==> src/design/cdfe_pkg.sv <==
// Shared types, constants and helper functions for the clock date field editor.
// Used by every module of the block; depends on nothing else.
`timescale 1ns / 1ps

package cdfe_pkg;

    // Time fields are kept as 7-bit values; each result port shows the low bits.
    localparam int FIELD_W    = 7;
    localparam int NUM_FIELDS = 6;

    // Number of millisecond ticks between two toggles of the blink phase.
    localparam int BLINK_TICKS = 500;
    localparam int TICK_W      = $clog2(BLINK_TICKS);

    typedef logic [FIELD_W-1:0] tval_t;
    typedef tval_t [NUM_FIELDS-1:0] tfields_t;
    typedef logic [2:0] fsel_t;

    localparam fsel_t FLD_YEAR   = 3'd0;
    localparam fsel_t FLD_MONTH  = 3'd1;
    localparam fsel_t FLD_DAY    = 3'd2;
    localparam fsel_t FLD_HOUR   = 3'd3;
    localparam fsel_t FLD_MINUTE = 3'd4;
    localparam fsel_t FLD_SECOND = 3'd5;

    typedef enum logic [2:0] {
        OP_MODE = 3'd0,
        OP_NEXT = 3'd1,
        OP_INC  = 3'd2,
        OP_DEC  = 3'd3,
        OP_TICK = 3'd4,
        OP_LOAD = 3'd5
    } op_t;

    // One accepted request as it sits in the input register.
    typedef struct packed {
        op_t      op;
        tfields_t load;
    } cmd_t;

    // One result as it sits in the output register.
    typedef struct packed {
        tfields_t fields;
        fsel_t    field;
        logic     editing;
        logic     blank;
        logic     commit;
    } result_t;

    // Length of a month; zero for a month code that names no month.
    function automatic logic [4:0] month_days(input tval_t month, input logic [1:0] year_lo);
        logic [4:0] len;
        begin
            unique case (month)
                7'd1, 7'd3, 7'd5, 7'd7, 7'd8, 7'd10, 7'd12: len = 5'd31;
                7'd4, 7'd6, 7'd9, 7'd11:                    len = 5'd30;
                7'd2:    len = (year_lo == 2'b00) ? 5'd29 : 5'd28;
                default: len = 5'd0;
            endcase
            return len;
        end
    endfunction

endpackage

==> src/design/clock_date_field_editor_unit.sv <==
// Top level of the clock date field editor: input register, editor core and
// result register with valid/ready handshakes. Uses cdfe_pkg and cdfe_core.
`timescale 1ns / 1ps
//
//  Channel   Handshake             Payload
//  --------  --------------------  ---------------------------------------------
//  request   cmd_valid/cmd_ready   operation, load_year .. load_second
//  result    res_valid/res_ready   year .. second, field, editing, blank, commit
//
// Every request yields exactly one result. A request is first held in the
// input register. At the edge that executes it, the core updates its state
// and loads the result register in the same edge. The result thus goes
// through the input register and the result register, and it stays there
// until it is taken. One request per cycle is sustained while res_ready stays
// high; the only loop is the state feedback through the core.
// Reset puts the clock at year 0, month 1, day 1, 00:00:00, out of edit mode.
// When res_ready is low, the result stays put and the request in the input
// register waits; cmd_ready then drops only once the input register is full.

module clock_date_field_editor_unit
    import cdfe_pkg::*;
(
    input  logic       clk,
    input  logic       rst_n,

    input  logic       cmd_valid,
    output logic       cmd_ready,
    input  logic [2:0] operation,
    input  logic [6:0] load_year,
    input  logic [3:0] load_month,
    input  logic [4:0] load_day,
    input  logic [4:0] load_hour,
    input  logic [5:0] load_minute,
    input  logic [5:0] load_second,

    output logic       res_valid,
    input  logic       res_ready,
    output logic [6:0] year,
    output logic [3:0] month,
    output logic [4:0] day,
    output logic [4:0] hour,
    output logic [5:0] minute,
    output logic [5:0] second,
    output logic [2:0] field,
    output logic       editing,
    output logic       blank,
    output logic       commit
);

    cmd_t    cmd_reg, cmd_next;
    logic    cmd_valid_reg;
    result_t res_reg;
    result_t core_result;
    logic    res_valid_reg;
    logic    advance;
    logic    exec;
    logic    cmd_fire;

    // The pipeline moves whenever the result register is empty or being drained.
    assign advance   = !res_valid_reg || res_ready;
    assign exec      = cmd_valid_reg && advance;
    assign cmd_ready = !cmd_valid_reg || advance;
    assign cmd_fire  = cmd_valid && cmd_ready;

    // Load values are widened to the common field width of the state store.
    always_comb
    begin
        cmd_next.op               = op_t'(operation);
        cmd_next.load[FLD_YEAR]   = load_year;
        cmd_next.load[FLD_MONTH]  = {3'b000, load_month};
        cmd_next.load[FLD_DAY]    = {2'b00, load_day};
        cmd_next.load[FLD_HOUR]   = {2'b00, load_hour};
        cmd_next.load[FLD_MINUTE] = {1'b0, load_minute};
        cmd_next.load[FLD_SECOND] = {1'b0, load_second};
    end

    always_ff @(posedge clk or negedge rst_n)
    begin
        if (!rst_n)
        begin
            cmd_valid_reg <= 1'b0;
            res_valid_reg <= 1'b0;
        end
        else
        begin
            if (cmd_ready)
            begin
                cmd_valid_reg <= cmd_valid;
            end
            if (advance)
            begin
                res_valid_reg <= cmd_valid_reg;
            end
        end
    end

    always_ff @(posedge clk)
    begin
        if (cmd_fire)
        begin
            cmd_reg <= cmd_next;
        end
        if (exec)
        begin
            res_reg <= core_result;
        end
    end

    cdfe_core u_core (
        .clk    (clk),
        .rst_n  (rst_n),
        .exec   (exec),
        .cmd    (cmd_reg),
        .result (core_result)
    );

    // Each port shows the low bits of its 7-bit field.
    assign res_valid = res_valid_reg;
    assign year      = res_reg.fields[FLD_YEAR];
    assign month     = res_reg.fields[FLD_MONTH][3:0];
    assign day       = res_reg.fields[FLD_DAY][4:0];
    assign hour      = res_reg.fields[FLD_HOUR][4:0];
    assign minute    = res_reg.fields[FLD_MINUTE][5:0];
    assign second    = res_reg.fields[FLD_SECOND][5:0];
    assign field     = res_reg.field;
    assign editing   = res_reg.editing;
    assign blank     = res_reg.blank;
    assign commit    = res_reg.commit;

    // A commit is only reported by the result that leaves edit mode.
    assert property (@(posedge clk) disable iff (!rst_n)
        res_valid_reg && res_reg.commit |-> !res_reg.editing)
        else $error("commit reported while still in edit mode");

    // The selected field never leaves the six valid codes.
    assert property (@(posedge clk) disable iff (!rst_n)
        res_valid_reg |-> (res_reg.field <= FLD_SECOND))
        else $error("selected field out of range");

    // A request held in the input register while stalled is not dropped.
    assert property (@(posedge clk) disable iff (!rst_n)
        cmd_valid_reg && !advance |=> cmd_valid_reg && $stable(cmd_reg))
        else $error("stalled request lost or changed");

    // A result that is not taken stays in place.
    assert property (@(posedge clk) disable iff (!rst_n)
        res_valid_reg && !res_ready |=> res_valid_reg && $stable(res_reg))
        else $error("pending result changed before it was taken");

endmodule

==> src/design/cdfe_field_math.sv <==
// Increment or decrement of the selected time field, followed by the wrap rules
// for every field and a clamp to the 7-bit storage range. Uses cdfe_pkg.
`timescale 1ns / 1ps

module cdfe_field_math
    import cdfe_pkg::*;
(
    input  tfields_t fields_in,
    input  fsel_t    sel,
    input  logic     down,
    output tfields_t fields_out
);

    logic signed [8:0] w [NUM_FIELDS];
    logic signed [8:0] delta;
    logic [4:0]        len;
    logic signed [8:0] len_s;

    always_comb
    begin
        delta = down ? -9'sd1 : 9'sd1;
        for (int i = 0; i < NUM_FIELDS; i++)
        begin
            w[i] = $signed({2'b00, fields_in[i]}) + ((sel == 3'(i)) ? delta : 9'sd0);
        end

        // Year and month settle first since the day rule depends on both.
        if (!down)
        begin
            if (w[FLD_YEAR] > 9'sd99)
            begin
                w[FLD_YEAR] = 9'sd0;
            end
            if (w[FLD_MONTH] > 9'sd12)
            begin
                w[FLD_MONTH] = 9'sd1;
            end
        end
        else
        begin
            if (w[FLD_YEAR] < 9'sd0)
            begin
                w[FLD_YEAR] = 9'sd99;
            end
            if (w[FLD_MONTH] < 9'sd1)
            begin
                w[FLD_MONTH] = 9'sd12;
            end
        end

        // Both values are non-negative and below 128 here.
        len   = month_days(w[FLD_MONTH][6:0], w[FLD_YEAR][1:0]);
        len_s = $signed({4'b0000, len});

        if (!down)
        begin
            if (len != 5'd0 && w[FLD_DAY] > len_s)
            begin
                w[FLD_DAY] = 9'sd1;
            end
            if (w[FLD_HOUR] > 9'sd23)
            begin
                w[FLD_HOUR] = 9'sd0;
            end
            if (w[FLD_MINUTE] > 9'sd59)
            begin
                w[FLD_MINUTE] = 9'sd0;
            end
            if (w[FLD_SECOND] > 9'sd59)
            begin
                w[FLD_SECOND] = 9'sd0;
            end
        end
        else
        begin
            if (len != 5'd0)
            begin
                if (w[FLD_DAY] < 9'sd1)
                begin
                    w[FLD_DAY] = len_s;
                end
                if (w[FLD_DAY] > len_s)
                begin
                    w[FLD_DAY] = 9'sd1;
                end
            end
            if (w[FLD_HOUR] < 9'sd0)
            begin
                w[FLD_HOUR] = 9'sd23;
            end
            if (w[FLD_MINUTE] < 9'sd0)
            begin
                w[FLD_MINUTE] = 9'sd59;
            end
            if (w[FLD_SECOND] < 9'sd0)
            begin
                w[FLD_SECOND] = 9'sd59;
            end
        end

        // A day with no month rule can leave the storage range either way.
        for (int i = 0; i < NUM_FIELDS; i++)
        begin
            if (w[i] < 9'sd0)
            begin
                fields_out[i] = '0;
            end
            else if (w[i] > 9'sd127)
            begin
                fields_out[i] = '1;
            end
            else
            begin
                fields_out[i] = w[i][6:0];
            end
        end
    end

endmodule

==> src/design/cdfe_core.sv <==
// Editor state registers and the per-request update: mode, field select, step,
// blink tick counter and load. Uses cdfe_pkg and cdfe_field_math.
`timescale 1ns / 1ps

module cdfe_core
    import cdfe_pkg::*;
(
    input  logic    clk,
    input  logic    rst_n,
    input  logic    exec,
    input  cmd_t    cmd,
    output result_t result
);

    tfields_t          fields_reg, fields_next;
    fsel_t             sel_reg, sel_next;
    logic              edit_reg, edit_next;
    logic              blink_reg, blink_next;
    logic [TICK_W-1:0] tick_reg, tick_next;
    logic              commit;
    tfields_t          stepped;

    cdfe_field_math u_math (
        .fields_in  (fields_reg),
        .sel        (sel_reg),
        .down       (cmd.op == OP_DEC),
        .fields_out (stepped)
    );

    always_comb
    begin
        fields_next = fields_reg;
        sel_next    = sel_reg;
        edit_next   = edit_reg;
        blink_next  = blink_reg;
        tick_next   = tick_reg;
        commit      = 1'b0;
        unique case (cmd.op)
            OP_MODE:
            begin
                edit_next = !edit_reg;
                commit    = edit_reg;
            end
            OP_NEXT:
            begin
                if (edit_reg)
                begin
                    sel_next = (sel_reg == FLD_SECOND) ? FLD_YEAR : sel_reg + 3'd1;
                end
            end
            OP_INC, OP_DEC:
            begin
                if (edit_reg)
                begin
                    fields_next = stepped;
                end
            end
            OP_TICK:
            begin
                if (tick_reg == TICK_W'(BLINK_TICKS - 1))
                begin
                    tick_next  = '0;
                    blink_next = !blink_reg;
                end
                else
                begin
                    tick_next = tick_reg + 1'b1;
                end
            end
            OP_LOAD:
            begin
                if (!edit_reg)
                begin
                    fields_next = cmd.load;
                end
            end
            default:
            begin
            end
        endcase

        result.fields  = fields_next;
        result.field   = sel_next;
        result.editing = edit_next;
        result.blank   = edit_next & blink_next;
        result.commit  = commit;
    end

    always_ff @(posedge clk or negedge rst_n)
    begin
        if (!rst_n)
        begin
            fields_reg             <= '0;
            fields_reg[FLD_MONTH]  <= 7'd1;
            fields_reg[FLD_DAY]    <= 7'd1;
            sel_reg                <= FLD_YEAR;
            edit_reg               <= 1'b0;
            blink_reg              <= 1'b0;
            tick_reg               <= '0;
        end
        else if (exec)
        begin
            fields_reg <= fields_next;
            sel_reg    <= sel_next;
            edit_reg   <= edit_next;
            blink_reg  <= blink_next;
            tick_reg   <= tick_next;
        end
    end

endmodule

==> config.mk <==
export PLATFORM = sky130hd
export DESIGN_NAME = clock_date_field_editor_unit
export DESIGN_NICKNAME = d
export VERILOG_FILES = /design/src/design/cdfe_pkg.sv /design/src/design/clock_date_field_editor_unit.sv /design/src/design/cdfe_field_math.sv /design/src/design/cdfe_core.sv
export SDC_FILE = /design/constraint.sdc
export NUM_CORES = 1
export LEC_CHECK = 0
export BUFFER_PORTS_ARGS = -buffer_cell sky130_fd_sc_hd__buf_4
export CORE_MARGIN = 3
export CORE_UTILIZATION = 46
export CTS_CLUSTER_DIAMETER = 80
export DETAILED_ROUTE_END_ITERATION = 8
export PLACE_DENSITY_LB_ADDON = 0.15
export REMOVE_ABC_BUFFERS = 1
export SYNTH_ARGS = -nofsm -noshare
export SYNTH_HDL_FRONTEND = slang
export SYNTH_HIERARCHICAL = 1
export SYNTH_SLANG_ARGS = --single-unit
==> constraint.sdc <==
create_clock -name clk -period 6.8 [get_ports clk]
set_input_delay 0.34 -clock clk [delete_from_list [all_inputs] [get_ports clk]]
set_output_delay 0.34 -clock clk [all_outputs]
set_load 0.01 [all_outputs]
==> results of run 1 <==
## through the flow
stage / instance area, sq um / hold slack [ps]
floorplan: 9630 / 44.4
global placement: 10700 / 477
detailed placement: 10700 / 480
CTS: 11300 / 50.2
global route: 11500 / 73.5
finish: 11500 / 2.95
## layout make-up
type | count | area [sq um]
sequential | 133 | 3710
tap | 275 | 344
timing repair buffer | 116 | 875
clock inverter | 8 | 52.6
multi-input combinational | 715 | 5840
fill | 1841 | 9700
clock buffer | 24 | 473
inverter | 42 | 161
## per-layer routing
metal | track usage [%] | up-vias | wire [um]
met5 | 0 | - | 0
met4 | 5.43 | 0 | 284
met3 | 3.40 | 22 | 761
met2 | 32.4 | 140 | 11200
met1 | 28.2 | 3744 | 11700
li1 | - | 3760 | -
## power by group through the flow
| stage | sequential, mW | clock [mW] | combinational (mW) |
|---|---|---|---|
| final | 1.38 | 0.839 | 2.48 |
| after global routing | 1.42 | 0.895 | 2.75 |
| after CTS | 1.38 | 0.861 | 2.39 |
| after detailed placement | 1.39 | 0 | 2.38 |
| after global placement | 1.39 | 0 | 2.36 |
| after floorplan | 1.40 | 0 | 1.75 |
## path summary, 6_finish.rpt
| path | depth (start not counted) | from | end | slack (ps) |
|---|---|---|---|---|
| setup / recovery | 30 | cmd_reg[44] | day[3] | 460 |
| hold / removal | 1 | rst_n | u_core/fields_reg[1] | 3 |
| setup reg to reg | 30 | cmd_reg[44] | day[3] | 460 |
| hold reg to reg | 1 | u_core/blink_reg | u_core/blink_reg | 480 |
| max in group asynchronous | 1 | rst_n | u_core/edit_reg | 6150 |
| min in group clk | 1 | load_year[4] | cmd_reg[4] | 90 |
## repair_timing
item,in CTS,in global routing
hold endpoints to repair,0,0
resized for setup,0,20
endpoints found under the setup margin,0,12
setup buffers,0,18
==> out/qor.csv, run 1 <==
metric,value,unit
cp.arrival,6510,ps
post-route-util,54.2,%
grt_pass1_wl,38800,um
holdCritPathClass,input pin to asynchronous set/reset pin,
timing.critical_path.fanout_max,11,
fin_ws,463,ps
cts.path.max_buffers,2,
boundaryPins,81,
post-place-ws,114,ps
syn_inst,935,
path_clk_slew,60,ps
row_count,53,
critPathSlowestCell,edfxtp_1,
avgViaCountPerCell,5.84,
grt_max_degree,79,
internal_power,2.78,mW
wl_per_cell,18.2,um
critPathTopFamily,compound AO/OA/AOI/OAI gates,
comb_power_share,52.8,%
switching_power,1.93,mW
place.gp.congestion,0.867,
start_util,47.0,%
cp-start-kind,flop,
dr_total_vias,7666,
leakage,5.10,nW
cp_common_cell,a21o_1,
avgSynthCellArea,10.6,sq um
cp-end-kind,flop,
finalHoldViolCount,0,
setup_viol,0,
cts-hold-fix-buffers,0,
root_buffer,clkbuf_16,
port_buffers,80,
antenna_found_initial,0,
stdcell_count,1313,
largest_reg_flops,42,
postRouteAntennaNets,0,
antenna_cells,0,
die_y,153,um
cts_made_buffers,17,
power,4.71,mW
htree_num_levels,4,
drt_iter0_drc,430,
drc,0,
mostFrequentLayoutCells,"buf_4, edfxtp_1, a21o_1",
drt_pass1_iterations,5,
path_class,flop to flop,
setup_tns,0,ps
finalMaxSlewViolations,0,
die_x,153,um
clockPowerShare,17.8,%
syn_to_final_growth,15.3,%
grt_pass1_vias,7410,
dp.cells,1263,
status,"complete, no violations",
drive_gt1_share,23.0,%
ir_drop,0.230,mV
overflow,0,
slew_headroom,34.7,%
core,21200,sq um
cp_num_buf_inv,1,
tritoncts,done,
slowest_delay,470,ps
fmax,0.158,GHz
drv_cap,0,
cts_sinks,133,
mostFrequentLayoutCell,buf_4,
period_minus_slack,6340,ps
min_period_over_period,93.2,%
p_sw_share,40.9,%
worst_pin_slew,979,ps
layout.nets,1126,
dp_hpwl,15800,um
routed_wl,23900,um
mappedNetlistArea,9930,sq um
ys_warn_count,6,
cp.required,6970,ps
seqPwrFrac,29.4,%
finClkSkew,17.7,ps
p_per_area,411,nW/um^2
grt.total_usage,20.1,%
clk_latency,430,ps
dieArea,23400,sq um
Power figures use the tool's default switching activity.
==> run 2: changes to the inputs <==
--- a/config.mk
+++ b/config.mk
@@ -10,6 +10,7 @@
 export CORE_UTILIZATION = 46
 export CTS_CLUSTER_DIAMETER = 80
 export DETAILED_ROUTE_END_ITERATION = 8
+export MAX_ROUTING_LAYER = met4
 export PLACE_DENSITY_LB_ADDON = 0.15
 export REMOVE_ABC_BUFFERS = 1
 export SYNTH_ARGS = -nofsm -noshare
==> out/qor.csv, run 2 (synthesized netlist as in run 1, its figures left out) <==
metric,value,unit,change
p_sw_share,40.2,%,-0.74 points
power,4.77,mW,+1.4%
syn_to_final_growth,15.7,%,
seqPwrFrac,29.1,%,-0.3 points
cts.path.max_buffers,2,,unchanged
drv_cap,0,,unchanged
cts-hold-fix-buffers,0,,unchanged
use_met3,3.34,%,-0.057 points
setup_viol,0,,unchanged
boundaryPins,81,,unchanged
comb_power_share,51.8,%,-1.0 points
period_minus_slack,6410,ps,+75.9 ps
p_per_area,415,nW/um^2,+1.0%
post-route-util,54.4,%,+0.19 points
clockPowerShare,19.1,%,+1.3 points
routed_wl,23800,um,-0.33%
die_x,153,um,unchanged
status,"complete, no violations",,
cp_common_cell,a21o_1,,
path_clk_slew,60,ps,about the same
finalHoldViolCount,0,,unchanged
holdCritPathClass,input pin to asynchronous set/reset pin,,
leakage,5.12,nW,+0.28%
mostFrequentLayoutCells,"buf_4, edfxtp_1, a21o_1",,
port_buffers,80,,unchanged
postRouteAntennaNets,0,,unchanged
cp.arrival,6590,ps,+80 ps
critPathTopFamily,compound AO/OA/AOI/OAI gates,,
cp.required,6970,ps,about the same
worst_pin_slew,871,ps,-108 ps
cts_made_buffers,17,,unchanged
core,21200,sq um,unchanged
use_met2,31.5,%,-0.86 points
tritoncts,done,,
place.gp.congestion,0.881,,+1.6%
antenna_cells,0,,unchanged
start_util,47.0,%,unchanged
crit_cells,30,,unchanged
avgViaCountPerCell,5.91,,+1.2%
cp-start-kind,flop,,
r2r_cells,30,,unchanged
drt_pass1_iterations,8,,+3
internal_power,2.85,mW,+2.6%
antenna_found_initial,0,,unchanged
drc,0,,unchanged
dp_hpwl,15900,um,+0.69%
finClkSkew,11.5,ps,-6.21 ps
ir_drop,0.230,mV,+0.12%
wl_per_cell,18.2,um,-0.10%
finalMaxSlewViolations,0,,unchanged
hold_ws,27.4,ps,+24.5 ps
switching_power,1.92,mW,-0.48%
cp-end-kind,flop,,
overflow,0,,unchanged
grt_max_degree,59,,-25%
row_count,53,,unchanged
layout.nets,1123,,-0.27%
largest_reg_flops,42,,unchanged
grt_pass1_vias,7351,,-0.80%
clk_latency,420,ps,about the same
slew_headroom,41.9,%,+7.2 points
dieArea,23400,sq um,unchanged
grt.total_usage,20.7,%,+0.64 points
drt_iter0_drc,511,,+19%
grt.met1_usage,29.0,%,+0.80 points
die_y,153,um,unchanged
grt_pass1_wl,38600,um,-0.48%
critPathSlowestCell,edfxtp_1,,
root_buffer,clkbuf_16,,
min_period_over_period,94.3,%,+1.1 points
mostFrequentLayoutCell,buf_4,,
path_class,flop to flop,,
cp_num_buf_inv,2,,+1
top_usage_layer,met2,,
drive_gt1_share,22.7,%,-0.32 points
dr_total_vias,7742,,+0.99%
cts_sinks,133,,unchanged
timing.critical_path.fanout_max,12,,+1
fmax,0.156,GHz,-1.2%
htree_num_levels,4,,unchanged
slowest_delay,470,ps,about the same
[run 2: power groups by stage]
stage	sequential, mW	combinational, mW	clock [mW]
2_1_floorplan	1.40	1.75	0
3_3_place_gp	1.39	2.37	0
3_5_place_dp	1.40	2.37	0
4_1_cts	1.38	2.39	0.929
5_1_grt	1.43	2.73	0.966
6_report	1.39	2.47	0.912
[run 2: metal layers]
metal | vias to the layer above | wire, um
li1 | 3768 | -
met1 | 3767 | 11600
met2 | 179 | 11100
met3 | 28 | 871
met4 | 0 | 328
met5 | - | 0
[run 2: worst reg2reg max path: cells and delay by family, from the launching register on]
family / cells / cell delay, ps
simple gates: 9 / 1850
compound gates: 14 / 2360
xor+xnor: 1 / 200
mux: 1 / 200
flops: 1 / 470
fa+ha+maj: 3 / 930
buf+inv: 2 / 170
[run 2: final cells by class]
class	count	area [sq um]
Fill cell	1825	9660
Clock buffer	28	561
Timing Repair Buffer	113	852
Multi-Input combinational cell	715	5840
Tap cell	275	344
Inverter	42	161
Sequential cell	133	3710
Clock inverter	4	32.5
[run 2: repair_timing]
item	CTS	global route
setup endpoints to repair	0	12
buffers inserted	0	15
gates resized for setup	0	17
[run 2: worst paths after layout]
check	slack (ps)	startpoint	end
min in group clk	100	load_minute[4]	cmd_reg[32]
hold reg to reg	490	u_core/blink_reg	u_core/blink_reg
setup reg to reg	390	cmd_reg[44]	day[3]
max in group asynchronous	6140	rst_n	u_core/edit_reg
setup / recovery	390	cmd_reg[44]	day[3]
hold / removal	30	rst_n	u_core/fields_reg[6]
[run 2: stage by stage]
stage | area (sq um) | setup slack [ps] | instances | TNS [ps]
global placement | 10700 | 297 | 1263 | 0
detailed placement | 10700 | 136 | 1263 | 0
finish | 11500 | 387 | 1310 | 0
CTS | 11300 | 96.8 | 1295 | 0
floorplan | 9630 | -2100 | 890 | -26980
global route | 11500 | -25.8 | 1310 | -51.4
